<file path="config.mk">
export PLATFORM = sky130hd
export DESIGN_NAME = utf8_to_utf16_decoder
export DESIGN_NICKNAME = d
export VERILOG_FILES = /design/src/rtl/u8u16_pkg.sv /design/src/rtl/utf8_to_utf16_decoder.sv /design/src/rtl/u8u16_front.sv /design/src/rtl/u8u16_queue.sv /design/src/rtl/u8u16_back.sv
export SDC_FILE = /design/constraint.sdc
export NUM_CORES = 1
export LEC_CHECK = 0
export BUFFER_PORTS_ARGS = -buffer_cell sky130_fd_sc_hd__buf_2
export CORE_MARGIN = 4
export CORE_UTILIZATION = 66
export DETAILED_ROUTE_END_ITERATION = 7
export MAX_ROUTING_LAYER = met4
export PLACE_DENSITY = 0.85
export RECOVER_POWER = 100
export SYNTH_ARGS = -nofsm -noshare
export SYNTH_HDL_FRONTEND = slang
export SYNTH_HIERARCHICAL = 1
export SYNTH_SLANG_ARGS = --single-unit
</file>
<file path="constraint.sdc">
create_clock -name i_clk -period 6.41 [get_ports i_clk]
set_clock_uncertainty 0.05 [all_clocks]
set_input_delay 0.3205 -clock i_clk [delete_from_list [all_inputs] [get_ports i_clk]]
set_output_delay 0.3205 -clock i_clk [all_outputs]
set_load 0.005 [all_outputs]
</file>
<file path="src/rtl/u8u16_pkg.sv">
`timescale 1ns / 1ps

package u8u16_pkg;

    // byte class as seen by the decoder
    typedef enum logic [1:0] {
        K_ASCII,
        K_CONT,
        K_LEAD,
        K_SKIP
    } t_kind;

    // result status codes
    localparam logic [1:0] ST_CHAR      = 2'd0;
    localparam logic [1:0] ST_BAD_CONT  = 2'd1;
    localparam logic [1:0] ST_TRUNC     = 2'd2;

    // substitute for values that do not fit one code unit
    localparam logic [15:0] REPLACEMENT = 16'h003F;

    // classified byte passed from front to back
    typedef struct packed {
        t_kind       kind;
        logic [7:0]  bits;   // payload bits, lead marker already masked off
        logic [2:0]  nrem;   // continuation bytes a lead byte opens
        logic        last;
    } t_item;

    // bit position of a 6-bit group: n * 6
    function automatic logic [4:0] six_times(input logic [2:0] n);
        logic [4:0] w;
        begin
            w = {2'b00, n};
            return (w << 2) + (w << 1);
        end
    endfunction

endpackage

</file>
<file path="src/rtl/utf8_to_utf16_decoder.sv">
`timescale 1ns / 1ps
// channel   | signals                          | payload
// ----------+----------------------------------+----------------------------------
// byte in   | s_tvalid s_tready s_tdata s_tlast| tdata[7:0] byte, tlast last byte
// unit out  | m_tvalid m_tready m_tdata m_tuser| tdata[15:0] code unit, tuser status
//
// one byte per cycle sustained while the queue has room; an accepted byte enters the queue
// and is later decoded from the queue into the output register.
// the decode step is a single register update per byte (accumulator, count, halt flag).
// reset (i_rst_n low, synchronous) empties the queue and clears decoder state.
// input stalls only when the queue is full; output stalls hold the result
// register while the queue keeps absorbing bytes.

module utf8_to_utf16_decoder #(
    parameter int QUEUE_DEPTH = 4
) (
    input  logic        i_clk,
    input  logic        i_rst_n,
    input  logic        s_tvalid,
    output logic        s_tready,
    input  logic [7:0]  s_tdata,    // [7:0] byte_value
    input  logic        s_tlast,    // last_byte
    output logic        m_tvalid,
    input  logic        m_tready,
    output logic [15:0] m_tdata,    // [15:0] code_unit
    output logic [1:0]  m_tuser     // [1:0] status
);
    import u8u16_pkg::*;

    logic  push;
    logic  full;
    logic  pop;
    logic  q_valid;
    t_item push_item;
    t_item q_item;

    // classify incoming bytes
    u8u16_front u_front (
        .s_tvalid (s_tvalid),
        .s_tready (s_tready),
        .s_tdata  (s_tdata),
        .s_tlast  (s_tlast),
        .i_full   (full),
        .o_push   (push),
        .o_item   (push_item)
    );

    // decouple classifier from decoder
    u8u16_queue #(
        .DEPTH (QUEUE_DEPTH)
    ) u_queue (
        .i_clk   (i_clk),
        .i_rst_n (i_rst_n),
        .i_push  (push),
        .i_item  (push_item),
        .o_full  (full),
        .i_pop   (pop),
        .o_valid (q_valid),
        .o_item  (q_item)
    );

    // decode and present results
    u8u16_back u_back (
        .i_clk    (i_clk),
        .i_rst_n  (i_rst_n),
        .i_valid  (q_valid),
        .i_item   (q_item),
        .o_pop    (pop),
        .m_tvalid (m_tvalid),
        .m_tready (m_tready),
        .m_tdata  (m_tdata),
        .m_tuser  (m_tuser)
    );

endmodule

</file>
<file path="src/rtl/u8u16_front.sv">
`timescale 1ns / 1ps

module u8u16_front (
    input  logic                 s_tvalid,
    output logic                 s_tready,
    input  logic [7:0]           s_tdata,   // [7:0] byte_value
    input  logic                 s_tlast,   // last_byte
    input  logic                 i_full,
    output logic                 o_push,
    output u8u16_pkg::t_item     o_item
);
    import u8u16_pkg::*;

    // accept whenever the queue has room
    assign s_tready = !i_full;
    assign o_push   = s_tvalid && !i_full;

    // classify the byte by its leading ones
    always_comb begin
        o_item.last = s_tlast;
        o_item.kind = K_SKIP;
        o_item.bits = s_tdata;
        o_item.nrem = 3'd0;
        case (s_tdata) inside
            8'b0???????: begin
                o_item.kind = K_ASCII;
            end
            8'b10??????: begin
                o_item.kind = K_CONT;
                o_item.bits = {2'b00, s_tdata[5:0]};
            end
            8'b110?????: begin
                o_item.kind = K_LEAD;
                o_item.bits = {3'b000, s_tdata[4:0]};
                o_item.nrem = 3'd1;
            end
            8'b1110????: begin
                o_item.kind = K_LEAD;
                o_item.bits = {4'b0000, s_tdata[3:0]};
                o_item.nrem = 3'd2;
            end
            8'b11110???: begin
                o_item.kind = K_LEAD;
                o_item.bits = {5'b00000, s_tdata[2:0]};
                o_item.nrem = 3'd3;
            end
            8'b111110??: begin
                o_item.kind = K_LEAD;
                o_item.bits = {6'b000000, s_tdata[1:0]};
                o_item.nrem = 3'd4;
            end
            8'b1111110?: begin
                o_item.kind = K_LEAD;
                o_item.bits = {7'b0000000, s_tdata[0]};
                o_item.nrem = 3'd5;
            end
            default: begin
                o_item.kind = K_SKIP;
            end
        endcase
    end

endmodule

</file>
<file path="src/rtl/u8u16_queue.sv">
`timescale 1ns / 1ps

module u8u16_queue #(
    parameter int DEPTH = 4
) (
    input  logic                 i_clk,
    input  logic                 i_rst_n,
    input  logic                 i_push,
    input  u8u16_pkg::t_item     i_item,
    output logic                 o_full,
    input  logic                 i_pop,
    output logic                 o_valid,
    output u8u16_pkg::t_item     o_item
);
    import u8u16_pkg::*;

    localparam int AW = (DEPTH > 1) ? $clog2(DEPTH) : 1;
    localparam int CW = $clog2(DEPTH + 1);
    localparam logic [AW-1:0] LAST_PTR = AW'(DEPTH - 1);
    localparam logic [CW-1:0] FULL_CNT = CW'(DEPTH);

    t_item          r_mem [DEPTH];
    logic [AW-1:0]  r_wr_ptr;
    logic [AW-1:0]  r_rd_ptr;
    logic [CW-1:0]  r_count;
    logic [AW-1:0]  n_wr_ptr;
    logic [AW-1:0]  n_rd_ptr;
    logic [CW-1:0]  n_count;
    logic           do_push;
    logic           do_pop;

    assign o_full  = (r_count == FULL_CNT);
    assign o_valid = (r_count != '0);
    assign o_item  = r_mem[r_rd_ptr];
    assign do_push = i_push && !o_full;
    assign do_pop  = i_pop && o_valid;

    // pointer and occupancy update
    always_comb begin
        n_wr_ptr = r_wr_ptr;
        n_rd_ptr = r_rd_ptr;
        n_count  = r_count;
        if (do_push) begin
            n_wr_ptr = (r_wr_ptr == LAST_PTR) ? '0 : r_wr_ptr + 1'b1;
        end
        if (do_pop) begin
            n_rd_ptr = (r_rd_ptr == LAST_PTR) ? '0 : r_rd_ptr + 1'b1;
        end
        if (do_push && !do_pop) begin
            n_count = r_count + 1'b1;
        end else if (do_pop && !do_push) begin
            n_count = r_count - 1'b1;
        end
    end

    always_ff @(posedge i_clk) begin
        if (!i_rst_n) begin
            r_wr_ptr <= '0;
            r_rd_ptr <= '0;
            r_count  <= '0;
        end else begin
            r_wr_ptr <= n_wr_ptr;
            r_rd_ptr <= n_rd_ptr;
            r_count  <= n_count;
        end
    end

    // storage
    always_ff @(posedge i_clk) begin
        if (do_push) begin
            r_mem[r_wr_ptr] <= i_item;
        end
    end

endmodule

</file>
<file path="src/rtl/u8u16_back.sv">
`timescale 1ns / 1ps

module u8u16_back (
    input  logic                 i_clk,
    input  logic                 i_rst_n,
    input  logic                 i_valid,
    input  u8u16_pkg::t_item     i_item,
    output logic                 o_pop,
    output logic                 m_tvalid,
    input  logic                 m_tready,
    output logic [15:0]          m_tdata,   // [15:0] code_unit
    output logic [1:0]           m_tuser    // [1:0] status
);
    import u8u16_pkg::*;

    logic [30:0] r_acc;
    logic [2:0]  r_rem;
    logic        r_halt;
    logic        r_out_valid;
    logic [15:0] r_code;
    logic [1:0]  r_status;

    logic [30:0] n_acc;
    logic [2:0]  n_rem;
    logic        n_halt;
    logic        emit;
    logic [15:0] code;
    logic [1:0]  status;
    logic [2:0]  rem_dec;
    logic [30:0] cont_acc;
    logic        step;

    // take the next queued byte when the output slot is free or draining
    assign step  = i_valid && (!r_out_valid || m_tready);
    assign o_pop = step;

    assign m_tvalid = r_out_valid;
    assign m_tdata  = r_code;
    assign m_tuser  = r_status;

    // decode one byte against the open sequence
    always_comb begin
        n_acc    = r_acc;
        n_rem    = r_rem;
        n_halt   = r_halt;
        emit     = 1'b0;
        code     = 16'd0;
        status   = ST_CHAR;
        rem_dec  = r_rem - 3'd1;
        cont_acc = r_acc | ({25'd0, i_item.bits[5:0]} << six_times(rem_dec));
        if (!r_halt) begin
            if (r_rem == 3'd0) begin
                case (i_item.kind)
                    K_ASCII: begin
                        emit = 1'b1;
                        code = {8'd0, i_item.bits};
                    end
                    K_LEAD: begin
                        n_acc = {23'd0, i_item.bits} << six_times(i_item.nrem);
                        n_rem = i_item.nrem;
                        if (i_item.last) begin
                            emit   = 1'b1;
                            status = ST_TRUNC;
                        end
                    end
                    default: begin
                    end
                endcase
            end else if (i_item.kind != K_CONT) begin
                // broken sequence halts until the buffer ends
                emit   = 1'b1;
                status = ST_BAD_CONT;
                n_acc  = '0;
                n_rem  = 3'd0;
                n_halt = 1'b1;
            end else begin
                n_rem = rem_dec;
                if (rem_dec == 3'd0) begin
                    emit  = 1'b1;
                    code  = (|cont_acc[30:16]) ? REPLACEMENT : cont_acc[15:0];
                    n_acc = '0;
                end else begin
                    n_acc = cont_acc;
                    if (i_item.last) begin
                        emit   = 1'b1;
                        status = ST_TRUNC;
                    end
                end
            end
        end
        // end of buffer returns to idle
        if (i_item.last) begin
            n_acc  = '0;
            n_rem  = 3'd0;
            n_halt = 1'b0;
        end
    end

    // decoder state
    always_ff @(posedge i_clk) begin
        if (!i_rst_n) begin
            r_acc  <= '0;
            r_rem  <= 3'd0;
            r_halt <= 1'b0;
        end else if (step) begin
            r_acc  <= n_acc;
            r_rem  <= n_rem;
            r_halt <= n_halt;
        end
    end

    // output register
    always_ff @(posedge i_clk) begin
        if (!i_rst_n) begin
            r_out_valid <= 1'b0;
        end else if (step) begin
            r_out_valid <= emit;
        end else if (m_tready) begin
            r_out_valid <= 1'b0;
        end
    end

    always_ff @(posedge i_clk) begin
        if (step && emit) begin
            r_code   <= code;
            r_status <= status;
        end
    end

endmodule

</file>
==> metrics <==
max-slew violations=50; DIE AREA=11180 um2; FF+latch count, synth=119; Layout area overhead=9.488%; Post-Syn Instances=582; RSZ-0062 raised after global routing=false; Die Width=105.7 um; final non-filler cell total=729; Post-Synth Simple-Gate Area=0.1628; Post-route DRC=0; Hold Crit Class=input port to register; CP Class=register to register; CTS Buf Count=17; fin crit period=5.670 ns; latest clock arrival within the worst-skew pair=0.53 ns; failing checks=max-capacitance violations, max-slew violations; Sum Neg Setup Slack=0 ns; clock sinks=119; Final setup violation count=0; row cnt=35; crit path capture type=register; compound-cell area share of the yosys netlist=0.1765; cell area after layout=6902 um2; Diodes inserted=0; period utilisation layout=0.8846; most common cell after layout, fill and taps aside=edfxtp_1; core region area=9284 um2; initial antenna violation count=0; proportion of synthesized area in mux cells=0.07424; Yosys cell types=70; GR Overflow Total=0; largest net degree at the start of global routing=50; worst-margin pin slew=2.100 ns; via count=4910; antenna-violating nets left=0; Critical Path RT=6.61 ns; post-CTS setup buffer count=0; first-pass GRT wire length=24930 um; nature of the critical path startpoint=register; gpl congestion=0.9584; Max-Cap Viols=1; register area share after synthesis=0.4954; fin util=0.7434; Final Hold Fails=0; largest family of logic cells by synthesized area=compound AO/OA/AOI/OAI gates; starting DRC count in detailed routing=486; synthesized area=6304 um2; Synth Area in Adders=0.03255; Post-synth ARST share=0; Crit path arrival time=5.87 ns; fin nets=614; CTS tree=yes; vias per cell=6.735; share of cells above drive strength 1=0.1283; total wire length=15610 um; detailed-placement wirelength estimate=10250 um; area of placed instances=6417 um2; Starting Density=0.6790; Placed Cells=695; H-tree Lvls=4; most frequent cells in the layout=edfxtp_1, nand2_1, dfxtp_1, a21oi_1, nor2_1; Fmax=0.1764 GHz; Ports=33; Max transition margin=-0.4000; status=complete, but fails checks; Primary FF master, synth=edfxtp_1; IO buf count=32; DR pass1 iterations=7; EDFF count, synth=74; Root Buffer=clkbuf_8; CTS clk-pin slew, worst paths=0.06 ns; clock tree buffer depth=2; number of global-route vias before repair=4836; syn_nets=609; Synth Warn #=6; gr usage total=0.2973; XOR/XNOR Fraction of Synth Area=0.01449; Die Ht=105.7 um; CP max FO=36; Wirelength per Cell=21.41 um; Avg Inst Size Synth=10.83 um2
[synth_stat cells (9+ instances only)]
cell type,number,area [um2]
ha_1,10,125.1
inv_1,12,45.04
nor2_1,29,108.9
a22o_1,18,157.7
mux4_2,14,315.3
o22ai_1,21,131.4
a21oi_1,38,190.2
a22oi_1,11,82.58
dfxtp_1,45,900.9
a31oi_1,9,56.30
nand2_1,46,172.7
edfxtp_1,74,2222
nand4b_1,9,78.83
nand3_1,17,85.08
clkbuf_1,37,138.9
and2_1,12,75.07
mux2i_1,13,130.1
o21ai_0,23,115.1
nor3_1,16,80.08
[stage by stage]
step,setup WS [ns],hold WS (ns)
after floorplan,2.703,0.3922
after global placement,1.453,0.4042
after detailed placement,1.219,0.4087
after CTS,1.154,0.03011
after global routing,0.3971,0.05560
final,0.7397,0.03838
[logic make-up after synthesis]
| kind of cell | after synthesis |
|---|---|
| AND/OR/NAND/NOR | 186 |
| multiplexers | 29 |
| adder cells (fa/ha/maj) | 14 |
| flip-flops | 119 |
| buffers and inverters | 63 |
| AO/OA/AOI/OAI | 164 |
| XOR/XNOR | 7 |
[sequential cells by signal (all words and copies together) (netlist names), named ones only]
name,flops
u_back/m_tdata,16
u_back/m_tuser,2
u_back/m_tvalid,1
u_back/r_acc,31
u_back/r_halt,1
u_back/r_rem,3
u_queue/r_count,3
u_queue/r_mem,56
u_queue/r_rd_ptr,2
u_queue/r_wr_ptr,2
[routing by layer]
metal | track usage | up-vias | wire [um]
met5 | - | - | 0
met4 | 0.1665 | 0 | 847
met3 | 0.06001 | 71 | 1163
met2 | 0.4740 | 265 | 7573
met1 | 0.3547 | 2338 | 6020
li1 | - | 2236 | -
[worst max-delay path, stage by stage (launching register included)]
cell and delay [ns]:
dfxtp_1 0.96, inv_1 0.23, ha_1 1.09, fa_1 0.85
or4b_2 0.71, o211ai_1 0.16, nor4_1 0.11, o22ai_1 0.86
or3_1 0.26, o31ai_1 0.09
[path summary, 6_finish.rpt]
check	startpoint	endpoint	slack, ns	depth (start not counted)
hold reg to reg	u_back/r_acc[1]$_SDFFE_PN0P_	u_back/r_acc[1]$_SDFFE_PN0P_	0.42	1
setup reg to reg	u_back/r_rem[0]$_SDFFE_PN0P_	u_back/m_tdata[7]$_SDFFCE_PP0P_	0.74	9
setup / recovery	u_back/r_rem[0]$_SDFFE_PN0P_	u_back/m_tdata[7]$_SDFFCE_PP0P_	0.74	9
hold / removal	m_tready	u_back/m_tvalid$_SDFFE_PN0P_	0.04	3
[cell type report]
cell class	instances	area, um2
repair buffers	37	178.9
fillers	645	2382
inverters	12	45.04
multi-input cells	400	2860
well taps	129	161.4
clock inverters	14	115.1
flip-flops and latches	119	3123
clock buffers	18	417.9
[timing repair]
item,4_1_cts,5_1_grt
endpoints found under the hold margin,8,0
gates resized for setup,0,0
endpoints found under the setup margin,0,0
hold buffers,2,0
Power is left out: the tool's default activity adds up to more than one toggle a clock period on the data nets, which glitch-free logic cannot reach.
